[src/hw/rtl/sct_pkg.sv]
// Package with the request and result types and constants of the sparse coordinate table.
`timescale 1ns / 1ps
package sct_pkg;
    localparam int MaxEntries = 64;
    localparam int IndexBits  = 16;
    localparam int PtrBits    = $clog2(MaxEntries);
    localparam int CountBits  = $clog2(MaxEntries + 1);
    localparam int ExtBits    = IndexBits + 1;

    localparam logic [1:0] REQ_READ  = 2'd0;
    localparam logic [1:0] REQ_WRITE = 2'd1;
    localparam logic [1:0] REQ_PRUNE = 2'd2;

    typedef struct packed {
        logic [1:0]  req_type;
        logic [15:0] row_index;
        logic [15:0] col_index;
        logic signed [31:0] write_value;
        logic signed [15:0] prune_threshold;
    } req_t;

    typedef struct packed {
        logic signed [31:0] read_value;
        logic        hit;
        logic [6:0]  entries_held;
        logic [16:0] rows_in_use;
        logic [16:0] cols_in_use;
        logic [6:0]  removed_count;
        logic        status;
    } rsp_t;

    // Classified operation that the front hands to the back.
    typedef enum logic [2:0] {
        OP_LOOKUP = 3'b001,
        OP_WRITE  = 3'b010,
        OP_PRUNE  = 3'b100
    } op_t;

    typedef struct packed {
        op_t                op;
        logic               is_delete;
        logic               none;
        logic [IndexBits-1:0] row;
        logic [IndexBits-1:0] col;
        logic [31:0]        value;
        logic signed [47:0] limit;
    } cmd_t;
endpackage

[src/hw/rtl/sct_back.sv]
// Back end: walks the entry memory to search, update, compact and prune.
`timescale 1ns / 1ps
module sct_back (
    input  logic          aclk,
    input  logic          aresetn,
    input  logic          q_valid,
    output logic          q_ready,
    input  sct_pkg::cmd_t q_cmd,
    output logic          m_valid,
    input  logic          m_ready,
    output sct_pkg::rsp_t m_data
);
    import sct_pkg::*;

    typedef enum logic [5:0] {
        ST_IDLE   = 6'b000001,
        ST_SRCH   = 6'b000010,
        ST_SCHK   = 6'b000100,
        ST_SHIFT  = 6'b001000,
        ST_PRUNE  = 6'b010000,
        ST_DONE   = 6'b100000
    } state_t;

    localparam int EntryBits = 2 * IndexBits + 32;

    logic [EntryBits-1:0] mem [MaxEntries];
    logic [EntryBits-1:0] rd_data_reg;

    state_t               state_reg, state_next;
    cmd_t                 cmd_reg;
    logic [CountBits-1:0] count_reg, count_next;
    logic [ExtBits-1:0]   rext_reg, rext_next;
    logic [ExtBits-1:0]   cext_reg, cext_next;
    logic [CountBits-1:0] idx_reg, idx_next;
    logic [CountBits-1:0] wr_idx_reg, wr_idx_next;
    logic [CountBits-1:0] removed_reg, removed_next;
    logic                 hit_reg, hit_next;
    logic                 full_reg, full_next;
    logic [31:0]          rval_reg, rval_next;
    logic                 out_valid_reg, out_valid_next;
    rsp_t                 out_reg, out_next;

    logic                 rd_en;
    logic [CountBits-1:0] rd_addr;
    logic                 wr_en;
    logic [CountBits-1:0] wr_addr;
    logic [EntryBits-1:0] wr_data;

    logic [IndexBits-1:0] e_row, e_col;
    logic [31:0]          e_val;

    assign {e_row, e_col, e_val} = rd_data_reg;
    assign q_ready = (state_reg == ST_IDLE);
    assign m_valid = out_valid_reg;
    assign m_data  = out_reg;

    // Sequencer: one read issued per step, data checked the step after.
    always_comb begin
        state_next     = state_reg;
        count_next     = count_reg;
        rext_next      = rext_reg;
        cext_next      = cext_reg;
        idx_next       = idx_reg;
        wr_idx_next    = wr_idx_reg;
        removed_next   = removed_reg;
        hit_next       = hit_reg;
        full_next      = full_reg;
        rval_next      = rval_reg;
        out_valid_next = out_valid_reg;
        out_next       = out_reg;
        rd_en          = 1'b0;
        rd_addr        = idx_reg;
        wr_en          = 1'b0;
        wr_addr        = wr_idx_reg;
        wr_data        = {cmd_reg.row, cmd_reg.col, cmd_reg.value};

        if (m_valid && m_ready) begin
            out_valid_next = 1'b0;
        end

        unique case (state_reg)
            ST_IDLE: begin
                if (q_valid) begin
                    idx_next     = '0;
                    wr_idx_next  = '0;
                    removed_next = '0;
                    hit_next     = 1'b0;
                    full_next    = 1'b0;
                    rval_next    = '0;
                    if (q_cmd.none) begin
                        state_next = ST_DONE;
                    end else if (q_cmd.op == OP_PRUNE) begin
                        state_next = ST_PRUNE;
                    end else begin
                        state_next = ST_SRCH;
                    end
                end
            end
            ST_SRCH: begin
                if (idx_reg < count_reg) begin
                    rd_en      = 1'b1;
                    state_next = ST_SCHK;
                end else begin
                    // Position absent.
                    if (cmd_reg.op == OP_WRITE && !cmd_reg.is_delete) begin
                        if (count_reg < CountBits'(MaxEntries)) begin
                            wr_en      = 1'b1;
                            wr_addr    = count_reg;
                            count_next = count_reg + 1'b1;
                        end else begin
                            full_next = 1'b1;
                        end
                    end
                    state_next = ST_DONE;
                end
            end
            ST_SCHK: begin
                if (e_row == cmd_reg.row && e_col == cmd_reg.col) begin
                    hit_next = 1'b1;
                    if (cmd_reg.op == OP_LOOKUP) begin
                        rval_next  = e_val;
                        state_next = ST_DONE;
                    end else if (!cmd_reg.is_delete) begin
                        wr_en      = 1'b1;
                        wr_addr    = idx_reg;
                        state_next = ST_DONE;
                    end else begin
                        removed_next = CountBits'(1);
                        wr_idx_next  = idx_reg;
                        idx_next     = idx_reg + 1'b1;
                        state_next   = ST_SHIFT;
                    end
                end else begin
                    idx_next   = idx_reg + 1'b1;
                    state_next = ST_SRCH;
                end
            end
            ST_SHIFT: begin
                // Move each later entry down one place, read then write.
                if (hit_reg) begin
                    if (idx_reg < count_reg) begin
                        rd_en    = 1'b1;
                        hit_next = 1'b0;
                    end else begin
                        count_next = count_reg - 1'b1;
                        hit_next   = 1'b1;
                        state_next = ST_DONE;
                    end
                end else begin
                    wr_en       = 1'b1;
                    wr_addr     = wr_idx_reg;
                    wr_data     = rd_data_reg;
                    wr_idx_next = wr_idx_reg + 1'b1;
                    idx_next    = idx_reg + 1'b1;
                    hit_next    = 1'b1;
                end
            end
            ST_PRUNE: begin
                // hit_reg marks a pending read whose data is checked next.
                if (hit_reg) begin
                    if ($signed({{16{e_val[31]}}, e_val}) < cmd_reg.limit) begin
                        removed_next = removed_reg + 1'b1;
                    end else begin
                        wr_en       = 1'b1;
                        wr_addr     = wr_idx_reg;
                        wr_data     = rd_data_reg;
                        wr_idx_next = wr_idx_reg + 1'b1;
                    end
                    idx_next = idx_reg + 1'b1;
                    hit_next = 1'b0;
                end else if (idx_reg < count_reg) begin
                    rd_en    = 1'b1;
                    hit_next = 1'b1;
                end else begin
                    count_next = wr_idx_reg;
                    state_next = ST_DONE;
                end
            end
            ST_DONE: begin
                if (!out_valid_reg || m_ready) begin
                    out_valid_next         = 1'b1;
                    out_next.read_value    = rval_reg;
                    out_next.hit           = (cmd_reg.op == OP_PRUNE) ? 1'b0 : hit_reg;
                    out_next.entries_held  = 7'(count_reg);
                    out_next.rows_in_use   = 17'(rext_reg);
                    out_next.cols_in_use   = 17'(cext_reg);
                    out_next.removed_count = 7'(removed_reg);
                    out_next.status        = full_reg;
                    if (cmd_reg.none) begin
                        out_next.hit = 1'b0;
                    end
                    state_next = ST_IDLE;
                end
            end
            default: state_next = ST_IDLE;
        endcase

        // Extents grow on every nonzero write as it enters.
        if (state_reg == ST_IDLE && q_valid && !q_cmd.none && q_cmd.op == OP_WRITE
                && !q_cmd.is_delete) begin
            if ({1'b0, q_cmd.row} + 1'b1 > rext_reg) begin
                rext_next = {1'b0, q_cmd.row} + 1'b1;
            end
            if ({1'b0, q_cmd.col} + 1'b1 > cext_reg) begin
                cext_next = {1'b0, q_cmd.col} + 1'b1;
            end
        end
    end

    always_ff @(posedge aclk) begin
        if (!aresetn) begin
            state_reg     <= ST_IDLE;
            count_reg     <= '0;
            rext_reg      <= '0;
            cext_reg      <= '0;
            out_valid_reg <= 1'b0;
            hit_reg       <= 1'b0;
        end else begin
            state_reg     <= state_next;
            count_reg     <= count_next;
            rext_reg      <= rext_next;
            cext_reg      <= cext_next;
            out_valid_reg <= out_valid_next;
            hit_reg       <= hit_next;
        end
    end

    // Working registers of the current command.
    always_ff @(posedge aclk) begin
        if (state_reg == ST_IDLE && q_valid) begin
            cmd_reg <= q_cmd;
        end
        idx_reg     <= idx_next;
        wr_idx_reg  <= wr_idx_next;
        removed_reg <= removed_next;
        full_reg    <= full_next;
        rval_reg    <= rval_next;
        out_reg     <= out_next;
    end

    // Entry memory: one write and one registered read a cycle.
    always_ff @(posedge aclk) begin
        if (wr_en) begin
            mem[wr_addr[PtrBits-1:0]] <= wr_data;
        end
        if (rd_en) begin
            rd_data_reg <= mem[rd_addr[PtrBits-1:0]];
        end
    end
endmodule

[config.mk]
export PLATFORM = sky130hd
export DESIGN_NAME = sct_back
export DESIGN_NICKNAME = d
export VERILOG_FILES = /design/src/hw/rtl/sct_pkg.sv /design/src/hw/rtl/sct_back.sv
export SDC_FILE = /design/constraint.sdc
export NUM_CORES = 2
export LEC_CHECK = 0
export BUFFER_PORTS_ARGS = -buffer_cell sky130_fd_sc_hd__buf_2
export CORE_MARGIN = 10
export CORE_UTILIZATION = 25
export CTS_CLUSTER_SIZE = 12
export DETAILED_ROUTE_END_ITERATION = 8
export PLACE_DENSITY = 0.36
export SYNTH_ARGS = -nofsm -noshare
export SYNTH_HDL_FRONTEND = slang
export SYNTH_SLANG_ARGS = --single-unit
export TNS_END_PERCENT = 30
[constraint.sdc]
create_clock -name aclk -period 10.2 [get_ports aclk]
set_input_delay 1.02 -clock aclk [delete_from_list [all_inputs] [get_ports aclk]]
set_output_delay 1.02 -clock aclk [all_outputs]
set_load 0.01 [all_outputs]
==> Word level (Yosys, flattened, before mapping) <==
Memories as Yosys holds them, arrays and structs flattened. A register that Yosys moved wholly into a read port is not among the register bits.
Cells that the tools add are included.
{ "totals": {"register_bits": 302, "mem_bits_rw": 4096, "in_bits": 121, "output_inout_bits": 84, "n_memories": 1} }
{ "mem_list": {"columns": ["memory", "words", "word_bits", "rd", "rd_ports_with_merged_regs", "write_ports", "line", "text"], "rows": [
  ["mem", 64, 64, 1, 1, 1, "sct_back.sv:26", "logic [EntryBits-1:0] mem [MaxEntries];"]
]} }
{ "classes": {"addsub": 7, "n_lt_le_gt_ge": 5, "eq_ne": 33, "n_mux": 83, "reduce_logical": 29} }
{ "op_table": {"columns": ["op", "count"], "rows": [
  ["64-bit 2-to-1 mux", 3],
  ["7-bit 2-to-1 mux", 24],
  ["64-bit case mux with 2 select lines", 1],
  ["32-bit 2-to-1 mux", 3],
  ["6-bit 2-to-1 mux", 16],
  ["32-bit case mux with 2 select lines", 1],
  ["7-bit case mux with 4 select lines", 2],
  ["32-bit by 48-bit < comparator with 1-bit output", 1],
  ["7-bit case mux with 3 select lines", 2],
  ["2-bit inequality test, second input constant", 18],
  ["6-bit case mux with 6 select lines", 1],
  ["16-bit by 1-bit adder with 17-bit output, second input constant", 2],
  ["17-bit > comparator", 2],
  ["16-bit equality test", 2],
  ["7-bit by 1-bit adder with 7-bit output, second input constant", 4],
  ["1-bit 2-to-1 mux", 24],
  ["8-bit AND reduction", 2],
  ["6-bit case mux with 2 select lines", 1],
  ["1-bit case mux with 4 select lines", 2],
  ["4-bit AND reduction", 2],
  ["1-bit logical AND", 7],
  ["7-bit < comparator", 1],
  ["7-bit < comparator, second input constant", 1],
  ["7-bit AND reduction", 1],
  ["24 further kinds", 34]
]} }

==> Logic depth before layout (Yosys ltp) <==
{ "depth": {"ltp_word": 7, "ltp_mapped": 16, "ltp_nobuf": 15} }

==> Worst setup path before layout <==
OpenSTA, ideal clock, no wires.
{ "synth_path": {"kind": "register to register", "startpoint": "register rd_data_reg[31], read port of mem", "endpoint": "memory mem[35][0] (netlist name) (enable)", "setup_time_ns": 0.581, "arrival_ns": 7.239, "required_time_ns": 9.619, "path_slack_ns": 2.380, "stages_incl_launch_ff": 12, "n_path_buf": 2, "cell_sequence": "edfxtp_1 ha_1 nand4_1 nor4_1 nand2_1 o21ai_0 a21oi_1 o21ai_0 nor2_1 buf_1 buf_1 a211oi_1"} }
{ "synth_via": {"elab_chain_len": 6} }
{ "synth_rtl": {"columns": ["item", "line", "text"], "rows": [
  ["start, declared", "sct_back.sv:27", "logic [EntryBits-1:0] rd_data_reg;"],
  ["32-bit by 48-bit < comparator with 1-bit output", "sct_back.sv:161", "if ($signed({{16{e_val[31]}}, e_val}) < cmd_reg.limit) begin"],
  ["1-bit 2-to-1 mux", "sct_back.sv:161", null],
  ["1-bit 2-to-1 mux", "sct_back.sv:160", "if (hit_reg) begin"],
  ["1-bit case mux with 4 select lines", "sct_back.sv:81", "unique case (state_reg)"],
  ["1-bit 2-to-1 mux", "sct_back.sv:243", "if (wr_en) begin"],
  ["1-bit 2-to-1 mux (implied by the code)", "sct_back.sv:244", "mem[wr_addr[PtrBits-1:0]] <= wr_data;"],
  ["end, declared", "sct_back.sv:26", null]
]} }
No other way between the ends.

==> Final worst setup path <==
{ "layout_path": {"startpoint": "register rd_data_reg[31], read port of mem", "endpoint": "memory mem[51][43] (netlist name) (enable)"} }
Same word-level chain as after synthesis.

==> flow_summary.ini <==
[synthesis]
postSynthCellCount = 7094
ys_warnings = 0
synth.distinct_cells = 66
synth_seq_cells = 4462
synth-async-reset-ratio_pct = 0
synth_nets = 7313
netlist_area_sq_um = 172000
synth_edf_count = 4413
synth.avg_cell_area_sq_um = 24.2
yosysSeqAreaShare_pct = 77.7
synth_flop_cell = sky130_fd_sc_hd__edfxtp_1

[sta]
max_slew.worst_pin.slew_ns = 1.36
layout_min_cycle_time_ns = 7.32
finalHoldViolCount = 0
timing.max_slew.rel_slack_pct = 9.24
clock_skew_ns = 0.0568
timing.final.crit_share_pct = 71.7
final.setup.tns_ns = 0
fmax_mhz = 137
setup_viol = 0
rsz0062_at_grt = no
finalMaxSlewViolations = 0

[final_layout]
share_of_cells_above_drive_strength_1_pct = 32.7
growth_of_design_area_from_synthesis_to_finish_pct = 17.9
nNetsFinal = 7987
largest_register_ffs = 4096

[routing]
drt-vias-per-instance = 4.64
routed-via-count = 80600
wirelength_um = 569000
drc = 0
antenna_violating_nets_post_route = 0
drt_iter0_markers = 8497
routed_wire_length_per_instance_um = 32.8
drt_pass1_iterations = 5

[global_routing]
first_global_vias = 84000
grt_overflow_total = 0
grt_pass1_wl_um = 766000
globalRouteTotalUtil_pct = 15.3
grt_start_max_net_pins = 102
grt_antenna_before_repair = 115

[critical_path]
cp_data_required_time_ns = 10.88
critical_path_buf_inv_count = 4
endpoint_kind = flip-flop
worst-r2r-setup-slack_ns = 2.88
worst_r2r_endpoint = mem[51][43]
timing.setup.critical_path_class = flip-flop to flip-flop
timing.critical_path.fanout_max = 37
r2r_cells = 13
cp-start-kind = flip-flop
cell_family_with_most_cp_delay = compound AO/OA/AOI/OAI gates
worst_path_most_repeated_cell = sky130_fd_sc_hd__buf_4
timing.critical_path.slowest_cell_delay_ns = 1.15
worstPathCellList = buf_4, ha_1, nand4_1, nor4_4, buf_4, nand2_1, o21ai_1, a21oi_1, o21ai_0, nor2_4, buf_4, a211oi_4, buf_4
slowest_stage = sky130_fd_sc_hd__a211oi_4
path_depth = 13
beginning_of_the_worst_register_to_register_path = rd_data_reg[31]
critPathArrivalTime_ns = 7.99

[cts]
clock_tree.htree_level_count = 6
worst_skew_pair.late_latency_ns = 1.09
cts.repair.resized = 0
clk_pin_slew_worst_paths_ns = 0.06
clk_root_buffer_cell = sky130_fd_sc_hd__clkbuf_16
cts.sink_count = 4462
postCtsSetupRepairBufs = 0
clock_path_buffers = 4
cts_made_buffers = 532
cts_tree = done
post_cts_hold_buffer_count = 2

[run_status]
run_status = complete, no violations

[min_path]
cell_count_of_the_worst_hold_path = 1
holdPathEnd = cmd_reg[32]
worstHoldStart = q_cmd[32]
hold_path.class = input port to flip-flop

[die]
ios = 205
floorplan.die_area_sq_um = 721000
chipWidth_um = 849
die_y_um = 849
start_util_pct = 25.1
std_cell_rows = 304
placeableCoreArea_sq_um = 685000

[place]
port_buffers = 204
dp_hpwl_um = 325000
final_wtd_congestion = 0.752

[pwr]
cellPowerDensity_nw_per_um2 = 226
p_leak_nw = 61.5
irDropWorstVdd_uv = 122
report.power.total_mw = 45.7

[job]
drv_cap = 0
[cell usage after synthesis, types with 11 or more instances]
| master | n | share of area, % |
|---|---|---|
| sky130_fd_sc_hd__o211a_1 | 19 | 0.11 |
| sky130_fd_sc_hd__ha_1 | 97 | 0.71 |
| sky130_fd_sc_hd__inv_1 | 98 | 0.21 |
| sky130_fd_sc_hd__edfxtp_1 | 4413 | 77 |
| sky130_fd_sc_hd__a21oi_1 | 47 | 0.14 |
| sky130_fd_sc_hd__mux2_2 | 66 | 0.43 |
| sky130_fd_sc_hd__clkbuf_1 | 244 | 0.53 |
| sky130_fd_sc_hd__a211oi_1 | 64 | 0.28 |
| sky130_fd_sc_hd__nand2_1 | 103 | 0.23 |
| sky130_fd_sc_hd__nand2b_1 | 12 | 0.044 |
| sky130_fd_sc_hd__a21o_1 | 18 | 0.079 |
| sky130_fd_sc_hd__nand4_1 | 48 | 0.17 |
| sky130_fd_sc_hd__xnor2_1 | 69 | 0.35 |
| sky130_fd_sc_hd__buf_2 | 12 | 0.035 |
| sky130_fd_sc_hd__and2_1 | 39 | 0.14 |
| sky130_fd_sc_hd__buf_1 | 94 | 0.21 |
| sky130_fd_sc_hd__and3_1 | 15 | 0.055 |
| sky130_fd_sc_hd__nor2_1 | 39 | 0.085 |
| sky130_fd_sc_hd__mux2i_1 | 19 | 0.11 |
| sky130_fd_sc_hd__o21ai_0 | 30 | 0.087 |
| sky130_fd_sc_hd__dfxtp_1 | 49 | 0.57 |
| sky130_fd_sc_hd__xor2_1 | 11 | 0.056 |
| sky130_fd_sc_hd__nand3_1 | 35 | 0.10 |
| sky130_fd_sc_hd__mux4_2 | 1344 | 18 |
[final cells by class]
| type | count | area, sq um |
|---|---|---|
| inverter | 99 | 392 |
| sequential | 4462 | 133000 |
| multi-input combinational | 2179 | 37500 |
| clock inverter | 249 | 2270 |
| clock buffer | 691 | 14000 |
| fill | 66000 | 482000 |
| tap | 9180 | 11500 |
| antenna | 12 | 30.0 |
| timing repair buffer | 494 | 3420 |
[layer usage]
metal / GRT usage [%] / wire length (um)
met2: 24.4 / 264000
met1: 21.3 / 250000
met4: 3.94 / 15900
met3: 3.32 / 38400
met5: 0 / 88
[through the flow]
step	util (%)	hold slack, ns	std cells	worst slack [ns]	cell area (sq um)
after floorplan	-	0.400	7094	2.38	172000
after global placement	27.2	0.405	16400	2.37	186000
after detailed placement	27.2	0.405	16400	2.78	186000
after CTS	29.6	0.0115	17400	2.77	203000
after global routing	29.6	0.0496	17400	2.61	203000
final	29.6	0.120	17400	2.88	203000
[cells in the final DEF (no fill, tap or decap), drive strengths merged, types with 35 or more instances in the layout]
| cell | n |
|---|---|
| ha | 97 |
| clkinv | 200 |
| a21oi | 47 |
| xnor2 | 69 |
| nand4 | 48 |
| buf | 492 |
| mux2 | 66 |
| and2 | 40 |
| nor2 | 40 |
| mux4 | 1344 |
| edfxtp | 4413 |
| nand3 | 35 |
| inv | 128 |
| nand2 | 103 |
| dfxtp | 49 |
| clkbuf | 691 |
| a211oi | 68 |
[cell families after synthesis]
family | after synthesis | share of synthesized area (%)
mux | 1429 | 18.2
fa+ha+maj | 98 | 0.718
flops | 4462 | 77.7
simple gates | 337 | 1.02
buf+inv | 453 | 1.02
xor+xnor | 80 | 0.408
compound gates | 235 | 0.977
[where the power goes]
part | internal [mW] | leakage (nW) | switching (mW)
clock network | 10.2 | 7.92 | 7.78
registers | 20.7 | 40.2 | 0.101
logic | 2.74 | 13.4 | 4.16
[worst max-delay path by stage]
stage                             end            start
after CTS                 mem[51][43]  rd_data_reg[31]
after floorplan            mem[35][0]  rd_data_reg[31]
final                     mem[51][43]  rd_data_reg[31]
after global placement    mem[50][31]  rd_data_reg[31]
after global routing      mem[51][43]  rd_data_reg[31]
after detailed placement  mem[51][39]  rd_data_reg[31]
Note: power is estimated with default switching activity, not from simulation.
