`config.mk`:
```
export PLATFORM = sky130hd
export DESIGN_NAME = sct_front
export DESIGN_NICKNAME = d
export VERILOG_FILES = /design/src/hw/rtl/sct_pkg.sv /design/src/hw/rtl/sct_front.sv
export SDC_FILE = /design/constraint.sdc
export NUM_CORES = 1
export LEC_CHECK = 0
export ABC_CLOCK_PERIOD_IN_PS = 9700
export BUFFER_PORTS_ARGS = -buffer_cell sky130_fd_sc_hd__buf_2
export CAP_MARGIN = 20
export CORE_UTILIZATION = 55
export CTS_CLUSTER_DIAMETER = 40
export CTS_CLUSTER_SIZE = 16
export DETAILED_ROUTE_END_ITERATION = 8
export HOLD_SLACK_MARGIN = 0.12
export PLACE_DENSITY = 0.85
export SLEW_MARGIN = 10
export SYNTH_ARGS = -nofsm -noshare
export SYNTH_HDL_FRONTEND = slang
export SYNTH_SLANG_ARGS = --single-unit
```
`constraint.sdc`:
```
create_clock -name aclk -period 9.7 [get_ports aclk]
set_input_delay 0.97 -clock aclk [delete_from_list [all_inputs] [get_ports aclk]]
set_output_delay 0.97 -clock aclk [all_outputs]
set_load 0.02 [all_outputs]
```
`src/hw/rtl/sct_pkg.sv`:
```
// Package with the request and result types and constants of the sparse coordinate table.
`timescale 1ns / 1ps
package sct_pkg;
    localparam int MaxEntries = 64;
    localparam int IndexBits  = 16;
    localparam int PtrBits    = $clog2(MaxEntries);
    localparam int CountBits  = $clog2(MaxEntries + 1);
    localparam int ExtBits    = IndexBits + 1;

    localparam logic [1:0] REQ_READ  = 2'd0;
    localparam logic [1:0] REQ_WRITE = 2'd1;
    localparam logic [1:0] REQ_PRUNE = 2'd2;

    typedef struct packed {
        logic [1:0]  req_type;
        logic [15:0] row_index;
        logic [15:0] col_index;
        logic signed [31:0] write_value;
        logic signed [15:0] prune_threshold;
    } req_t;

    typedef struct packed {
        logic signed [31:0] read_value;
        logic        hit;
        logic [6:0]  entries_held;
        logic [16:0] rows_in_use;
        logic [16:0] cols_in_use;
        logic [6:0]  removed_count;
        logic        status;
    } rsp_t;

    // Classified operation that the front hands to the back.
    typedef enum logic [2:0] {
        OP_LOOKUP = 3'b001,
        OP_WRITE  = 3'b010,
        OP_PRUNE  = 3'b100
    } op_t;

    typedef struct packed {
        op_t                op;
        logic               is_delete;
        logic               none;
        logic [IndexBits-1:0] row;
        logic [IndexBits-1:0] col;
        logic [31:0]        value;
        logic signed [47:0] limit;
    } cmd_t;
endpackage

```
`src/hw/rtl/sct_front.sv`:
```
// Front end: accepts requests, classifies them and forwards commands into a queue.
`timescale 1ns / 1ps
module sct_front (
    input  logic          aclk,
    input  logic          aresetn,
    input  logic          s_valid,
    output logic          s_ready,
    input  sct_pkg::req_t s_data,
    output logic          q_valid,
    input  logic          q_ready,
    output sct_pkg::cmd_t q_cmd
);
    import sct_pkg::*;

    localparam int Depth = 2;

    cmd_t        fifo_reg [Depth];
    logic        wr_ptr_reg, wr_ptr_next;
    logic        rd_ptr_reg, rd_ptr_next;
    logic [1:0]  fill_reg, fill_next;
    cmd_t        cmd;

    // Classify the request into a command for the back end.
    always_comb begin
        cmd           = '0;
        cmd.row       = s_data.row_index[IndexBits-1:0];
        cmd.col       = s_data.col_index[IndexBits-1:0];
        cmd.value     = s_data.write_value;
        cmd.limit     = {{16{s_data.prune_threshold[15]}}, s_data.prune_threshold, 16'h0};
        cmd.is_delete = (s_data.write_value == 32'sd0);
        unique case (s_data.req_type)
            REQ_READ:  cmd.op = OP_LOOKUP;
            REQ_WRITE: cmd.op = OP_WRITE;
            REQ_PRUNE: cmd.op = OP_PRUNE;
            default: begin
                cmd.op   = OP_LOOKUP;
                cmd.none = 1'b1;
            end
        endcase
    end

    assign s_ready = (fill_reg != 2'(Depth));
    assign q_valid = (fill_reg != 2'd0);
    assign q_cmd   = fifo_reg[rd_ptr_reg];

    // Queue pointer and fill bookkeeping.
    always_comb begin
        wr_ptr_next = wr_ptr_reg;
        rd_ptr_next = rd_ptr_reg;
        fill_next   = fill_reg;
        if (s_valid && s_ready) begin
            wr_ptr_next = ~wr_ptr_reg;
        end
        if (q_valid && q_ready) begin
            rd_ptr_next = ~rd_ptr_reg;
        end
        fill_next = fill_reg + 2'(s_valid && s_ready) - 2'(q_valid && q_ready);
    end

    always_ff @(posedge aclk) begin
        if (!aresetn) begin
            wr_ptr_reg <= 1'b0;
            rd_ptr_reg <= 1'b0;
            fill_reg   <= 2'd0;
        end else begin
            wr_ptr_reg <= wr_ptr_next;
            rd_ptr_reg <= rd_ptr_next;
            fill_reg   <= fill_next;
        end
    end

    // Queue storage.
    always_ff @(posedge aclk) begin
        if (s_valid && s_ready) begin
            fifo_reg[wr_ptr_reg] <= cmd;
        end
    end
endmodule

```
; ---- After elaboration in Yosys (flattened, before gate mapping)
; Memories as Yosys holds them, arrays and structs flattened. A register that Yosys moved wholly into a read port is not among the register bits.
; Cells that the tools add are included.
[classes]
n_mux = 6
eq_ne = 3
addsub = 2
bitwise = 2
reduce_logical = 6
[ops]
columns = op, count
row1 = 32-bit zero test, 1
row2 = 3-bit one-hot mux with 2 select lines, 1
row3 = 1-bit 2-to-1 mux, 5
row4 = 3-bit OR reduction, 1
row5 = 2-bit by 1-bit adder with 2-bit output, 1
row6 = 2-bit by 1-bit equality test with 1-bit output (second input constant), 1
row7 = 2-bit equality test (second input constant), 1
row8 = 1-bit logical AND, 2
row9 = 2-bit zero test, 1
row10 = 2-bit != test (second input constant), 1
row11 = 1-bit NOT, 2
row12 = 2-bit nonzero test, 1
row13 = 2-bit by 1-bit subtractor with 2-bit output, 1
[totals]
input_bits = 86
ramBits = 202
out_inout_bits = 119
reg_bits = 4
n_memories = 1
[mem_list]
columns = memory, depth, width, read_ports, rd_clocked_by_memory_dff, wr, line_no
row1 = fifo_reg, 2, 101, 1, 1, 1, sct_front.sv:17  ; cmd_t fifo_reg [Depth];

; ---- Logic depth before layout (Yosys ltp)
; Gate-level depths: netlist of run 1.
[depth]
word_depth = 4
ltp_mapped = 6

; ---- Worst setup path after synthesis of run 1
; No wires, ideal clock.
[synth_path]
kind = input port to flip-flop
startpoint = in s_valid
endpoint = mem fifo_reg[1][0] (netlist bit), enable pin
path_stages = 1
slack_ns = 6.249
arrival_time_ns = 2.998
required_ns = 9.246
setup_ns = 0.454
cell_sequence = and3_1
[synth_via]
elab_chain_len = 3
[synth_lines]
columns = item, line_no
row1 = "start, declared", sct_front.sv:6  ; input logic s_valid,
row2 = 1-bit logical AND, sct_front.sv:74  ; if (s_valid && s_ready) begin
row3 = 1-bit 2-to-1 mux, sct_front.sv:74
row4 = 1-bit 2-to-1 mux (implied by the code), sct_front.sv:75  ; fifo_reg[wr_ptr_reg] <= cmd;
row5 = "end, declared", sct_front.sv:17
; Every way passes these cells.

==> results of run 1 <==
[cells by family after synthesis]
family	count (synthesis)	synth area share, %
AO/OA/AOI/OAI	7	0.796
XOR/XNOR	1	0.130
adder cells (fa/ha/maj)	4	0.740
buffers and inverters	44	4.89
flip-flops	175	77.0
multiplexers	86	14.3
other	1	0.0555
AND/OR/NAND/NOR	24	2.07
[critical path: stages (launching register included)]
cell	delay [ns]
sky130_fd_sc_hd__dfxtp_4	0.57
sky130_fd_sc_hd__buf_16	0.31
sky130_fd_sc_hd__mux2_2	0.48
sky130_fd_sc_hd__buf_2	0.20
[path summary, 6_finish.rpt]
kind | startpoint | to | slack (ns)
min reg2reg | rd_ptr_reg | register | 0.59
max | register | q_cmd[37] | 6.73
max reg2reg | fill_reg[0] | fifo_reg[0][37] | 7.30
min | rd_ptr_reg | register | 0.59
[layer usage]
layer  GRT usage (%)  wire (um)  vias up
li1                -          -     1654
met1            21.4       4690     1756
met2            30.6       5770      142
met3            5.30        753       20
met4            9.47        213        2
met5               0         17        -
[report_power, final]
part | leakage, nW | switching (mW) | internal, mW | total [mW]
clock | 0.286 | 0.282 | 0.383 | 0.665
sequential | 1.64 | 0.0314 | 0.921 | 0.952
combinational | 1.26 | 0.302 | 0.184 | 0.486
total | 3.18 | 0.616 | 1.49 | 2.10
[cell type report]
| cell class | count | area, um^2 |
|---|---|---|
| Clock buffer | 17 | 425 |
| Timing Repair Buffer | 191 | 1000 |
| Multi-Input combinational cell | 138 | 1280 |
| Inverter | 3 | 12.5 |
| Tap cell | 147 | 184 |
| Clock inverter | 15 | 160 |
| Sequential cell | 175 | 5210 |
| Fill cell | 767 | 3730 |
[cells in the mapped netlist (all sizes together), types with 2 or more instances]
| cell type | number | share of area [%] |
|---|---|---|
| nor4 | 8 | 0.74 |
| nand2b | 2 | 0.19 |
| mux2 | 85 | 14 |
| inv | 3 | 0.17 |
| and2 | 3 | 0.28 |
| dfxtp | 5 | 1.5 |
| edfxtp | 170 | 76 |
| o21ai | 2 | 0.15 |
| ha | 4 | 0.74 |
| buf | 41 | 4.7 |
| nor2 | 3 | 0.17 |
| a21bo | 2 | 0.30 |
| nand4 | 2 | 0.19 |
[through the flow]
stage,cells,total power [mW],hold WS (ns),util [%]
global route,686,2.18,0.615,68.9
detailed placement,652,1.45,0.582,63.6
finish,686,2.10,0.592,68.9
CTS,684,2.11,0.593,68.5
global placement,652,1.44,0.565,63.6
floorplan,357,1.33,0.529,-
==> flow_results.xml, run 1 <==
<?xml version="1.0" encoding="UTF-8"?>
<metrics>
  <group name="clock_tree">
    <metric name="max-clock-path-buffers" unit="">2</metric>
    <metric name="postCtsHoldBufs" unit="">0</metric>
    <metric name="clock-root-buffer" unit="">sky130_fd_sc_hd__clkbuf_16</metric>
    <metric name="total_clock_buffers_created_by_cts" unit="">17</metric>
    <metric name="post_cts_resized" unit="">0</metric>
    <metric name="cts_setup_buffers" unit="">0</metric>
    <metric name="cts.clk_slew.worst_paths" unit="ns">0.06</metric>
    <metric name="clk_latency" unit="ns">0.42</metric>
    <metric name="cts_tree" unit="">built</metric>
    <metric name="htree_levels" unit="">4</metric>
    <metric name="count_of_clock_tree_sinks" unit="">175</metric>
  </group>
  <group name="logic_synthesis">
    <metric name="synth_edf_count" unit="">170</metric>
    <metric name="postSynthCellCount" unit="">342</metric>
    <metric name="synth_sequential_area_ratio" unit="%">77.0</metric>
    <metric name="postSynthRegisterBits" unit="">175</metric>
    <metric name="synth.cell_area" unit="um^2">6760</metric>
    <metric name="ys_async_sr_fraction" unit="%">0</metric>
    <metric name="syn_area_per_cell" unit="um^2">19.8</metric>
    <metric name="synth_top_flop_cell" unit="">sky130_fd_sc_hd__edfxtp_1</metric>
    <metric name="ys_types" unit="">28</metric>
    <metric name="yosysWarningCount" unit="">0</metric>
  </group>
  <group name="timing">
    <metric name="setup_viol" unit="">0</metric>
    <metric name="clock_skew" unit="ns">0.00591</metric>
    <metric name="slew_violations" unit="">0</metric>
    <metric name="totalNegativeSetupSlack" unit="ns">0</metric>
    <metric name="timing.final.crit_share" unit="%">30.6</metric>
    <metric name="postLayoutSetupSlackWorst" unit="ns">6.73</metric>
    <metric name="relSlewSlack" unit="%">51.9</metric>
    <metric name="period_minus_slack" unit="ns">2.97</metric>
    <metric name="worst-slew-pin-transition" unit="ns">0.722</metric>
    <metric name="setup_repair_after_global_routing_missed_its_margin" unit="">no</metric>
    <metric name="hold_viol" unit="">0</metric>
    <metric name="max_freq" unit="MHz">337</metric>
  </group>
  <group name="setup_path">
    <metric name="path_class" unit="">register to output pin</metric>
    <metric name="startpoint_type" unit="">register</metric>
    <metric name="critical_path_peak_fanout" unit="">62</metric>
    <metric name="number_of_cells_on_the_worst_reg_to_reg_path" unit="">4</metric>
    <metric name="required_time_at_the_worst_slack_endpoint" unit="ns">8.73</metric>
    <metric name="critical_path_arrival" unit="ns">2.00</metric>
    <metric name="cp-end-kind" unit="">output pin</metric>
  </group>
  <group name="routing">
    <metric name="route.antenna.remaining_nets" unit="">0</metric>
    <metric name="postRouteWirelength" unit="mm">11.4</metric>
    <metric name="dr_drc_count" unit="">0</metric>
    <metric name="via_count" unit="">3574</metric>
    <metric name="drt-pass1-iter-count" unit="">4</metric>
    <metric name="drt_iter0_drc" unit="">225</metric>
    <metric name="routedWlPerCell" unit="um">16.7</metric>
    <metric name="detail_route.vias_per_cell" unit="">5.21</metric>
  </group>
  <group name="pwr">
    <metric name="power_density_normalized_to_cell_area" unit="nW/um^2">254</metric>
    <metric name="leakage" unit="nW">3.18</metric>
    <metric name="peakVddDrop" unit="uV">151</metric>
  </group>
  <group name="place">
    <metric name="gp_congestion" unit="">0.719</metric>
    <metric name="hpwl" unit="mm">7.22</metric>
    <metric name="io_buffer_count" unit="">188</metric>
    <metric name="placement.setup.worst_slack" unit="ns">6.83</metric>
    <metric name="place_area" unit="um^2">7640</metric>
  </group>
  <group name="worst_hold_path">
    <metric name="hold_depth" unit="">2</metric>
    <metric name="hp-class" unit="">register to register</metric>
  </group>
  <group name="global_route">
    <metric name="largest_net_degree_at_the_start_of_global_routing" unit="">86</metric>
    <metric name="grt.overflow.total" unit="">0</metric>
    <metric name="grt_first_pass_wirelength" unit="mm">17.1</metric>
    <metric name="grt_antenna_before_repair" unit="">1</metric>
    <metric name="first_global_vias" unit="">3541</metric>
    <metric name="grt.total_usage" unit="%">18.2</metric>
  </group>
  <group name="finish">
    <metric name="mostFrequentLayoutCell" unit="">sky130_fd_sc_hd__buf_2</metric>
    <metric name="antenna_cells_inserted" unit="">0</metric>
    <metric name="final_cell_mix" unit="">sky130_fd_sc_hd__buf_2, sky130_fd_sc_hd__edfxtp_1, sky130_fd_sc_hd__mux2_1, sky130_fd_sc_hd__mux2_2, sky130_fd_sc_hd__clkbuf_16</metric>
    <metric name="largest_register_ffs" unit="">170</metric>
    <metric name="ratio_of_cells_with_drive_above_1_in_the_final_layout" unit="%">48.8</metric>
    <metric name="final_net_count" unit="">616</metric>
    <metric name="stdcell_area" unit="um^2">8280</metric>
    <metric name="syn_to_final_growth" unit="%">22.5</metric>
  </group>
  <group name="flow_run">
    <metric name="count_of_maximum_capacitance_violations" unit="">0</metric>
  </group>
  <group name="die">
    <metric name="num_io_pins" unit="">205</metric>
    <metric name="die_w" unit="um">113</metric>
    <metric name="coreArea" unit="um^2">12000</metric>
    <metric name="die_height" unit="um">113</metric>
    <metric name="die-area" unit="um^2">12700</metric>
    <metric name="initial_utilization" unit="%">56.3</metric>
    <metric name="floorplan.rows" unit="">40</metric>
  </group>
  <group name="status">
    <metric name="outcome" unit="">finished, final reports clean</metric>
  </group>
</metrics>
(Power assumes the default switching activity.)
==> inputs of run 2 (changes only) <==
--- a/config.mk
+++ b/config.mk
@@ -5,15 +5,15 @@
 export SDC_FILE = /design/constraint.sdc
 export NUM_CORES = 1
 export LEC_CHECK = 0
-export ABC_CLOCK_PERIOD_IN_PS = 9700
+export ABC_CLOCK_PERIOD_IN_PS = 2500
 export BUFFER_PORTS_ARGS = -buffer_cell sky130_fd_sc_hd__buf_2
 export CAP_MARGIN = 20
-export CORE_UTILIZATION = 55
+export CORE_UTILIZATION = 46
 export CTS_CLUSTER_DIAMETER = 40
 export CTS_CLUSTER_SIZE = 16
 export DETAILED_ROUTE_END_ITERATION = 8
 export HOLD_SLACK_MARGIN = 0.12
-export PLACE_DENSITY = 0.85
+export PLACE_DENSITY = 0.76
 export SLEW_MARGIN = 10
 export SYNTH_ARGS = -nofsm -noshare
 export SYNTH_HDL_FRONTEND = slang
==> constraint.sdc (replaced) <==
create_clock -name aclk -period 2.5 [get_ports aclk]
set_input_delay 0.25 -clock aclk [delete_from_list [all_inputs] [get_ports aclk]]
set_output_delay 0.25 -clock aclk [all_outputs]
set_load 0.02 [all_outputs]
==> run 2 against run 1 <==
Against the previous run: critical path depth is the same; sequential share of layout area shrank 6.3 points; utilization shrank 3.7 points; setup slack lost 6.4 ns; flip-flop and latch count is the same; power grew to 4.0 times the previous value; hold slack lost 0.40 ns; wire length grew 12%; combinational power grew to 4.2 times the previous value; critical endpoint is now q_cmd[111].
==> flow_results.xml, run 2 (same netlist as run 1, synthesis figures left out) <==
<?xml version="1.0" encoding="UTF-8"?>
<metrics>
  <group name="clock_tree">
    <metric name="clock-root-buffer" unit="">sky130_fd_sc_hd__clkbuf_16</metric>
    <metric name="cts.clk_slew.worst_paths" unit="ns">0.06</metric>
    <metric name="max-clock-path-buffers" unit="">2</metric>
    <metric name="cts_tree" unit="">built</metric>
    <metric name="clk_latency" unit="ns">0.42</metric>
    <metric name="htree_levels" unit="">4</metric>
    <metric name="count_of_clock_tree_sinks" unit="">175</metric>
    <metric name="total_clock_buffers_created_by_cts" unit="">17</metric>
  </group>
  <group name="timing">
    <metric name="relSlewSlack" unit="%">63.2</metric>
    <metric name="hold_viol" unit="">0</metric>
    <metric name="clock_skew" unit="ns">0.00849</metric>
    <metric name="totalNegativeSetupSlack" unit="ns">0</metric>
    <metric name="slew_violations" unit="">0</metric>
    <metric name="worst-slew-pin-transition" unit="ns">0.552</metric>
    <metric name="max_freq" unit="MHz">469</metric>
    <metric name="period_minus_slack" unit="ns">2.13</metric>
    <metric name="timing.final.crit_share" unit="%">85.3</metric>
    <metric name="setup_viol" unit="">0</metric>
    <metric name="setup_repair_after_global_routing_missed_its_margin" unit="">no</metric>
  </group>
  <group name="setup_path">
    <metric name="critical_path.slowest_cell" unit="">sky130_fd_sc_hd__dfxtp_4</metric>
    <metric name="setup.reg_to_reg.worst_slack" unit="ns">0.68</metric>
    <metric name="critical_path_arrival" unit="ns">1.88</metric>
    <metric name="path_class" unit="">register to output pin</metric>
    <metric name="cp-end-kind" unit="">output pin</metric>
    <metric name="critical_path.reg2reg.startpoint" unit="">fill_reg[0]</metric>
    <metric name="number_of_cells_on_the_worst_reg_to_reg_path" unit="">3</metric>
    <metric name="worstPathCellList" unit="">buf_4, mux2_2, buf_2</metric>
    <metric name="critical_path_peak_fanout" unit="">33</metric>
    <metric name="required_time_at_the_worst_slack_endpoint" unit="ns">2.25</metric>
    <metric name="cp_slowest_stage_delay" unit="ns">0.47</metric>
    <metric name="startpoint_type" unit="">register</metric>
  </group>
  <group name="pwr">
    <metric name="peakVddDrop" unit="uV">626</metric>
    <metric name="p_int" unit="mW">6.13</metric>
    <metric name="power_density_normalized_to_cell_area" unit="nW/um^2">922</metric>
    <metric name="netSwitchingPower" unit="mW">2.34</metric>
    <metric name="p_sw_share" unit="%">27.6</metric>
    <metric name="power_frac_clock" unit="%">32.7</metric>
    <metric name="power.sequential.fraction" unit="%">43.3</metric>
    <metric name="power.share.combinational" unit="%">24.0</metric>
    <metric name="leakage" unit="nW">3.53</metric>
  </group>
  <group name="routing">
    <metric name="drt_iter0_drc" unit="">189</metric>
    <metric name="drt-pass1-iter-count" unit="">4</metric>
    <metric name="postRouteWirelength" unit="mm">12.9</metric>
    <metric name="detail_route.vias_per_cell" unit="">4.85</metric>
    <metric name="dr_drc_count" unit="">0</metric>
    <metric name="routedWlPerCell" unit="um">16.0</metric>
    <metric name="via_count" unit="">3897</metric>
    <metric name="route.antenna.remaining_nets" unit="">0</metric>
  </group>
  <group name="finish">
    <metric name="largest_register_ffs" unit="">170</metric>
    <metric name="fillers" unit="">990</metric>
    <metric name="final_net_count" unit="">700</metric>
    <metric name="mostFrequentLayoutCell" unit="">sky130_fd_sc_hd__buf_2</metric>
    <metric name="stdcell_area" unit="um^2">9200</metric>
    <metric name="ratio_of_cells_with_drive_above_1_in_the_final_layout" unit="%">41.9</metric>
    <metric name="final_cell_mix" unit="">sky130_fd_sc_hd__buf_2, sky130_fd_sc_hd__edfxtp_1, sky130_fd_sc_hd__dlygate4sd3_1, sky130_fd_sc_hd__mux2_1, sky130_fd_sc_hd__mux2_2</metric>
    <metric name="antenna_cells_inserted" unit="">0</metric>
    <metric name="syn_to_final_growth" unit="%">36.0</metric>
  </group>
  <group name="place">
    <metric name="place_area" unit="um^2">7760</metric>
    <metric name="gp_congestion" unit="">0.749</metric>
    <metric name="io_buffer_count" unit="">188</metric>
    <metric name="hpwl" unit="mm">8.00</metric>
  </group>
  <group name="global_route">
    <metric name="grt.total_usage" unit="%">17.4</metric>
    <metric name="first_global_vias" unit="">4011</metric>
    <metric name="grt_first_pass_wirelength" unit="mm">19.3</metric>
    <metric name="largest_net_degree_at_the_start_of_global_routing" unit="">46</metric>
    <metric name="grt.overflow.total" unit="">0</metric>
    <metric name="grt_antenna_before_repair" unit="">0</metric>
  </group>
  <group name="die">
    <metric name="initial_utilization" unit="%">47.9</metric>
    <metric name="num_io_pins" unit="">205</metric>
    <metric name="die_height" unit="um">123</metric>
    <metric name="die_w" unit="um">123</metric>
    <metric name="coreArea" unit="um^2">14100</metric>
    <metric name="die-area" unit="um^2">15200</metric>
    <metric name="floorplan.rows" unit="">43</metric>
  </group>
  <group name="worst_hold_path">
    <metric name="hp-class" unit="">input pin to register</metric>
    <metric name="hold_path_startpoint" unit="">s_data[81]</metric>
    <metric name="hold_depth" unit="">2</metric>
  </group>
  <group name="status">
    <metric name="outcome" unit="">finished, final reports clean</metric>
  </group>
  <group name="flow_run">
    <metric name="count_of_maximum_capacitance_violations" unit="">0</metric>
  </group>
</metrics>
run 2: cell types whose count changed in the layout (fill, tap and decap cells not counted):
cell                            delta
sky130_fd_sc_hd__clkbuf_1          +2
sky130_fd_sc_hd__buf_4             +2
sky130_fd_sc_hd__clkinvlp_4        +2
sky130_fd_sc_hd__dlygate4sd3_1    +81
sky130_fd_sc_hd__inv_6             -5
sky130_fd_sc_hd__clkinv_2          -2
sky130_fd_sc_hd__clkinv_4          -3
sky130_fd_sc_hd__buf_12            +3
sky130_fd_sc_hd__clkinv_1          +3
sky130_fd_sc_hd__buf_16            -2
sky130_fd_sc_hd__bufinv_16         +3
run 2: routing by layer:
metal  part of all wire, %  wire (um)  GRT usage [%]  up-vias
li1                      -          -              -     1812
met1                    40       5200           20.0     1903
met2                    51       6600           30.3      160
met3                   6.2        795           4.43       22
met4                   2.0        263           8.51        0
met5                     0          0              0        -
run 2: worst paths after layout:
kind	endpoint
setup / recovery	q_cmd[111]
hold / removal	fifo_reg[1][98]
setup reg to reg	fifo_reg[1][74]
hold reg to reg	register
run 2: cell type report:
type	count	area, um^2	area share (%)
Inverter	3	15.0	0.163
Timing Repair Buffer	275	1830	19.9
Clock buffer	19	433	4.71
Multi-Input combinational cell	138	1280	14.0
Clock inverter	13	194	2.11
Sequential cell	175	5210	56.6
Tap cell	180	225	2.45
run 2: power by group through the flow:
stage                     clock, mW  sequential, mW  combinational [mW]
final                          2.77            3.67                2.04
after global routing           2.94            3.70                2.18
after CTS                      2.82            3.68                2.05
after detailed placement          0            3.74                1.94
after global placement            0            3.72                1.91
after floorplan                   0            3.69                1.45
run 2: what timing repair did:
item	4_1_cts	5_1_grt
resized for setup	0	0
hold endpoints to repair	165	0
hold buffers	81	0
setup buffers	0	0
run 2: worst max-delay path: cells and delay by family, from the launching register on:
kind | cells | cell delay (ns)
flops | 1 | 0.47
buf+inv | 2 | 0.58
mux | 1 | 0.39
run 2: metrics by stage:
stage | total power [mW] | utilization, % | worst slack [ns] | hold WS (ns) | cells
2_1_floorplan | 5.14 | - | 0.0386 | 0.349 | 357
3_3_place_gp | 5.63 | 55.0 | 0.778 | 0.440 | 690
3_5_place_dp | 5.68 | 55.0 | 0.669 | 0.442 | 690
4_1_cts | 8.55 | 65.2 | 0.336 | 0.175 | 803
5_1_grt | 8.82 | 65.2 | 0.266 | 0.193 | 803
6_report | 8.48 | 65.2 | 0.367 | 0.189 | 803
==> inputs of run 3 (changes only) <==
--- a/config.mk
+++ b/config.mk
@@ -8,12 +8,13 @@
 export ABC_CLOCK_PERIOD_IN_PS = 2500
 export BUFFER_PORTS_ARGS = -buffer_cell sky130_fd_sc_hd__buf_2
 export CAP_MARGIN = 20
+export CORE_ASPECT_RATIO = 1.5
 export CORE_UTILIZATION = 46
 export CTS_CLUSTER_DIAMETER = 40
 export CTS_CLUSTER_SIZE = 16
 export DETAILED_ROUTE_END_ITERATION = 8
 export HOLD_SLACK_MARGIN = 0.12
-export PLACE_DENSITY = 0.76
+export PLACE_DENSITY_LB_ADDON = 0.2
 export SLEW_MARGIN = 10
 export SYNTH_ARGS = -nofsm -noshare
 export SYNTH_HDL_FRONTEND = slang
==> run 3 against run 2 <==
Against the previous run: wire length is 2.7% higher; sequential power up 1%; flip-flop and latch count unchanged; cell area is 0.44% lower; combinational power hardly changed; sequential share of layout area up 0.25 points; register-to-register slack got worse by 0.09 ns; hold slack better by 0.014 ns; count of clock-buffer cells in the layout is 1 lower.
==> flow_results.xml, run 3 (same netlist as run 1, synthesis figures left out) <==
<?xml version="1.0" encoding="UTF-8"?>
<metrics>
  <group name="status">
    <metric name="outcome" unit="">finished, final reports clean</metric>
  </group>
  <group name="die">
    <metric name="initial_utilization" unit="%">47.6</metric>
    <metric name="die-area" unit="um^2">15200</metric>
    <metric name="die_w" unit="um">101</metric>
    <metric name="coreArea" unit="um^2">14200</metric>
    <metric name="die_height" unit="um">150</metric>
    <metric name="num_io_pins" unit="">205</metric>
    <metric name="floorplan.rows" unit="">53</metric>
  </group>
  <group name="place">
    <metric name="place_inst" unit="">704</metric>
    <metric name="io_buffer_count" unit="">188</metric>
    <metric name="hpwl" unit="mm">8.54</metric>
    <metric name="gp_congestion" unit="">0.695</metric>
  </group>
  <group name="finish">
    <metric name="antenna_cells_inserted" unit="">0</metric>
    <metric name="final_net_count" unit="">702</metric>
    <metric name="fillers" unit="">1094</metric>
    <metric name="finish.cell_count_without_fillers" unit="">816</metric>
    <metric name="largest_register_ffs" unit="">170</metric>
    <metric name="mostFrequentLayoutCell" unit="">sky130_fd_sc_hd__buf_2</metric>
    <metric name="syn_to_final_growth" unit="%">35.4</metric>
    <metric name="ratio_of_cells_with_drive_above_1_in_the_final_layout" unit="%">42.5</metric>
    <metric name="final_cell_mix" unit="">sky130_fd_sc_hd__buf_2, sky130_fd_sc_hd__edfxtp_1, sky130_fd_sc_hd__dlygate4sd3_1, sky130_fd_sc_hd__mux2_1, sky130_fd_sc_hd__mux2_2</metric>
  </group>
  <group name="flow_run">
    <metric name="count_of_maximum_capacitance_violations" unit="">0</metric>
  </group>
  <group name="setup_path">
    <metric name="startpoint_type" unit="">register</metric>
    <metric name="cp-end-kind" unit="">output pin</metric>
    <metric name="setup.reg_to_reg.worst_slack" unit="ns">0.59</metric>
    <metric name="critical_path_peak_fanout" unit="">39</metric>
    <metric name="rr_endpoint" unit="">fifo_reg[0][31]</metric>
    <metric name="path_class" unit="">register to output pin</metric>
    <metric name="worstPathCellList" unit="">buf_4, mux2_1, buf_2</metric>
    <metric name="required_time_at_the_worst_slack_endpoint" unit="ns">2.25</metric>
    <metric name="critical_path.reg2reg.startpoint" unit="">fill_reg[0]</metric>
    <metric name="critical_path.slowest_cell" unit="">sky130_fd_sc_hd__dfxtp_4</metric>
    <metric name="cp_slowest_stage_delay" unit="ns">0.73</metric>
    <metric name="critical_path_arrival" unit="ns">1.95</metric>
    <metric name="number_of_cells_on_the_worst_reg_to_reg_path" unit="">4</metric>
  </group>
  <group name="timing">
    <metric name="slew_violations" unit="">0</metric>
    <metric name="relSlewSlack" unit="%">61.3</metric>
    <metric name="timing.hold.ws" unit="ns">0.203</metric>
    <metric name="period_minus_slack" unit="ns">2.20</metric>
    <metric name="max_freq" unit="MHz">454</metric>
    <metric name="hold_viol" unit="">0</metric>
    <metric name="setup_repair_after_global_routing_missed_its_margin" unit="">no</metric>
    <metric name="timing.final.crit_share" unit="%">88.1</metric>
    <metric name="worst-slew-pin-transition" unit="ns">0.580</metric>
    <metric name="setup_viol" unit="">0</metric>
    <metric name="totalNegativeSetupSlack" unit="ns">0</metric>
    <metric name="clock_skew" unit="ns">0.00815</metric>
  </group>
  <group name="global_route">
    <metric name="grt.total_usage" unit="%">17.8</metric>
    <metric name="grt_first_pass_wirelength" unit="mm">19.8</metric>
    <metric name="grt.overflow.total" unit="">0</metric>
    <metric name="grt_antenna_before_repair" unit="">0</metric>
    <metric name="largest_net_degree_at_the_start_of_global_routing" unit="">44</metric>
    <metric name="first_global_vias" unit="">4011</metric>
  </group>
  <group name="pwr">
    <metric name="power_density_normalized_to_cell_area" unit="nW/um^2">890</metric>
    <metric name="leakage" unit="nW">3.50</metric>
    <metric name="peakVddDrop" unit="uV">531</metric>
  </group>
  <group name="clock_tree">
    <metric name="htree_levels" unit="">4</metric>
    <metric name="clock-root-buffer" unit="">sky130_fd_sc_hd__clkbuf_16</metric>
    <metric name="postCtsHoldBufs" unit="">81</metric>
    <metric name="post_cts_resized" unit="">0</metric>
    <metric name="cts.clk_slew.worst_paths" unit="ns">0.06</metric>
    <metric name="clk_latency" unit="ns">0.41</metric>
    <metric name="cts_setup_buffers" unit="">0</metric>
    <metric name="count_of_clock_tree_sinks" unit="">175</metric>
    <metric name="cts_tree" unit="">built</metric>
    <metric name="total_clock_buffers_created_by_cts" unit="">17</metric>
    <metric name="max-clock-path-buffers" unit="">2</metric>
  </group>
  <group name="routing">
    <metric name="routedWlPerCell" unit="um">16.2</metric>
    <metric name="postRouteWirelength" unit="mm">13.2</metric>
    <metric name="via_count" unit="">3841</metric>
    <metric name="dr_drc_count" unit="">0</metric>
    <metric name="drt-pass1-iter-count" unit="">4</metric>
    <metric name="drt_iter0_drc" unit="">125</metric>
    <metric name="detail_route.vias_per_cell" unit="">4.71</metric>
    <metric name="route.antenna.remaining_nets" unit="">0</metric>
  </group>
  <group name="worst_hold_path">
    <metric name="hold_path_startpoint" unit="">s_data[81]</metric>
    <metric name="hold_depth" unit="">2</metric>
    <metric name="hp-class" unit="">input pin to register</metric>
    <metric name="timing.hold.worst_endpoint" unit="">fifo_reg[1][98]</metric>
  </group>
</metrics>
run 3: changes by cell type in the layout (fill, tap and decap cells not counted):
cell	before	now
sky130_fd_sc_hd__buf_12	3	4
sky130_fd_sc_hd__buf_4	3	4
sky130_fd_sc_hd__bufinv_16	5	1
sky130_fd_sc_hd__clkbuf_1	2	1
sky130_fd_sc_hd__clkinv_1	4	2
sky130_fd_sc_hd__clkinvlp_4	3	6
sky130_fd_sc_hd__inv_6	0	3
run 3: metrics by stage:
step                setup WS [ns]  area (um^2)  power [mW]  utilization, %
floorplan                  0.0386         6820        5.14               -
global placement            0.679         7800        5.67            55.0
detailed placement          0.597         7800        5.72            55.0
CTS                         0.242         9160        8.24            64.5
global route                0.189         9160        8.50            64.5
finish                      0.297         9160        8.15            64.5
run 3: worst max path at each step:
stage               slack [ns]               to  cells after the start
global placement          0.68  fifo_reg[0][38]                      4
global route              0.19        q_cmd[98]                      3
CTS                       0.24        q_cmd[97]                      3
finish                    0.30        q_cmd[98]                      3
detailed placement        0.60  fifo_reg[0][42]                      4
floorplan                 0.04   fifo_reg[0][0]                      3
run 3: worst max-delay path: cells and delay by family (launching register included):
| family | cells | cell delay, ns |
|---|---|---|
| buf+inv | 2 | 0.47 |
| mux | 1 | 0.35 |
| flops | 1 | 0.73 |
run 3: cell type report:
class	instances	area, um^2	share of cell area, %
clock inverters	13	115	1.26
clock buffers	18	429	4.69
multi-input cells	138	1280	14.0
repair buffers	277	1860	20.3
inverters	3	15.0	0.164
flip-flops and latches	175	5210	56.9
well taps	192	240	2.62
run 3: metal layers:
| layer | wire (um) | vias to the layer above | track usage, % |
|---|---|---|---|
| li1 | - | 1826 | - |
| met1 | 5080 | 1862 | 19.6 |
| met2 | 7110 | 133 | 31.7 |
| met3 | 750 | 20 | 5.25 |
| met4 | 280 | 0 | 7.17 |
| met5 | 0 | - | 0 |
run 3: report_power, final:
group          switching [mW]  total [mW]  internal (mW)
combinational            1.19        2.02          0.825
clock                    1.05        2.42           1.37
sequential              0.150        3.72           3.57
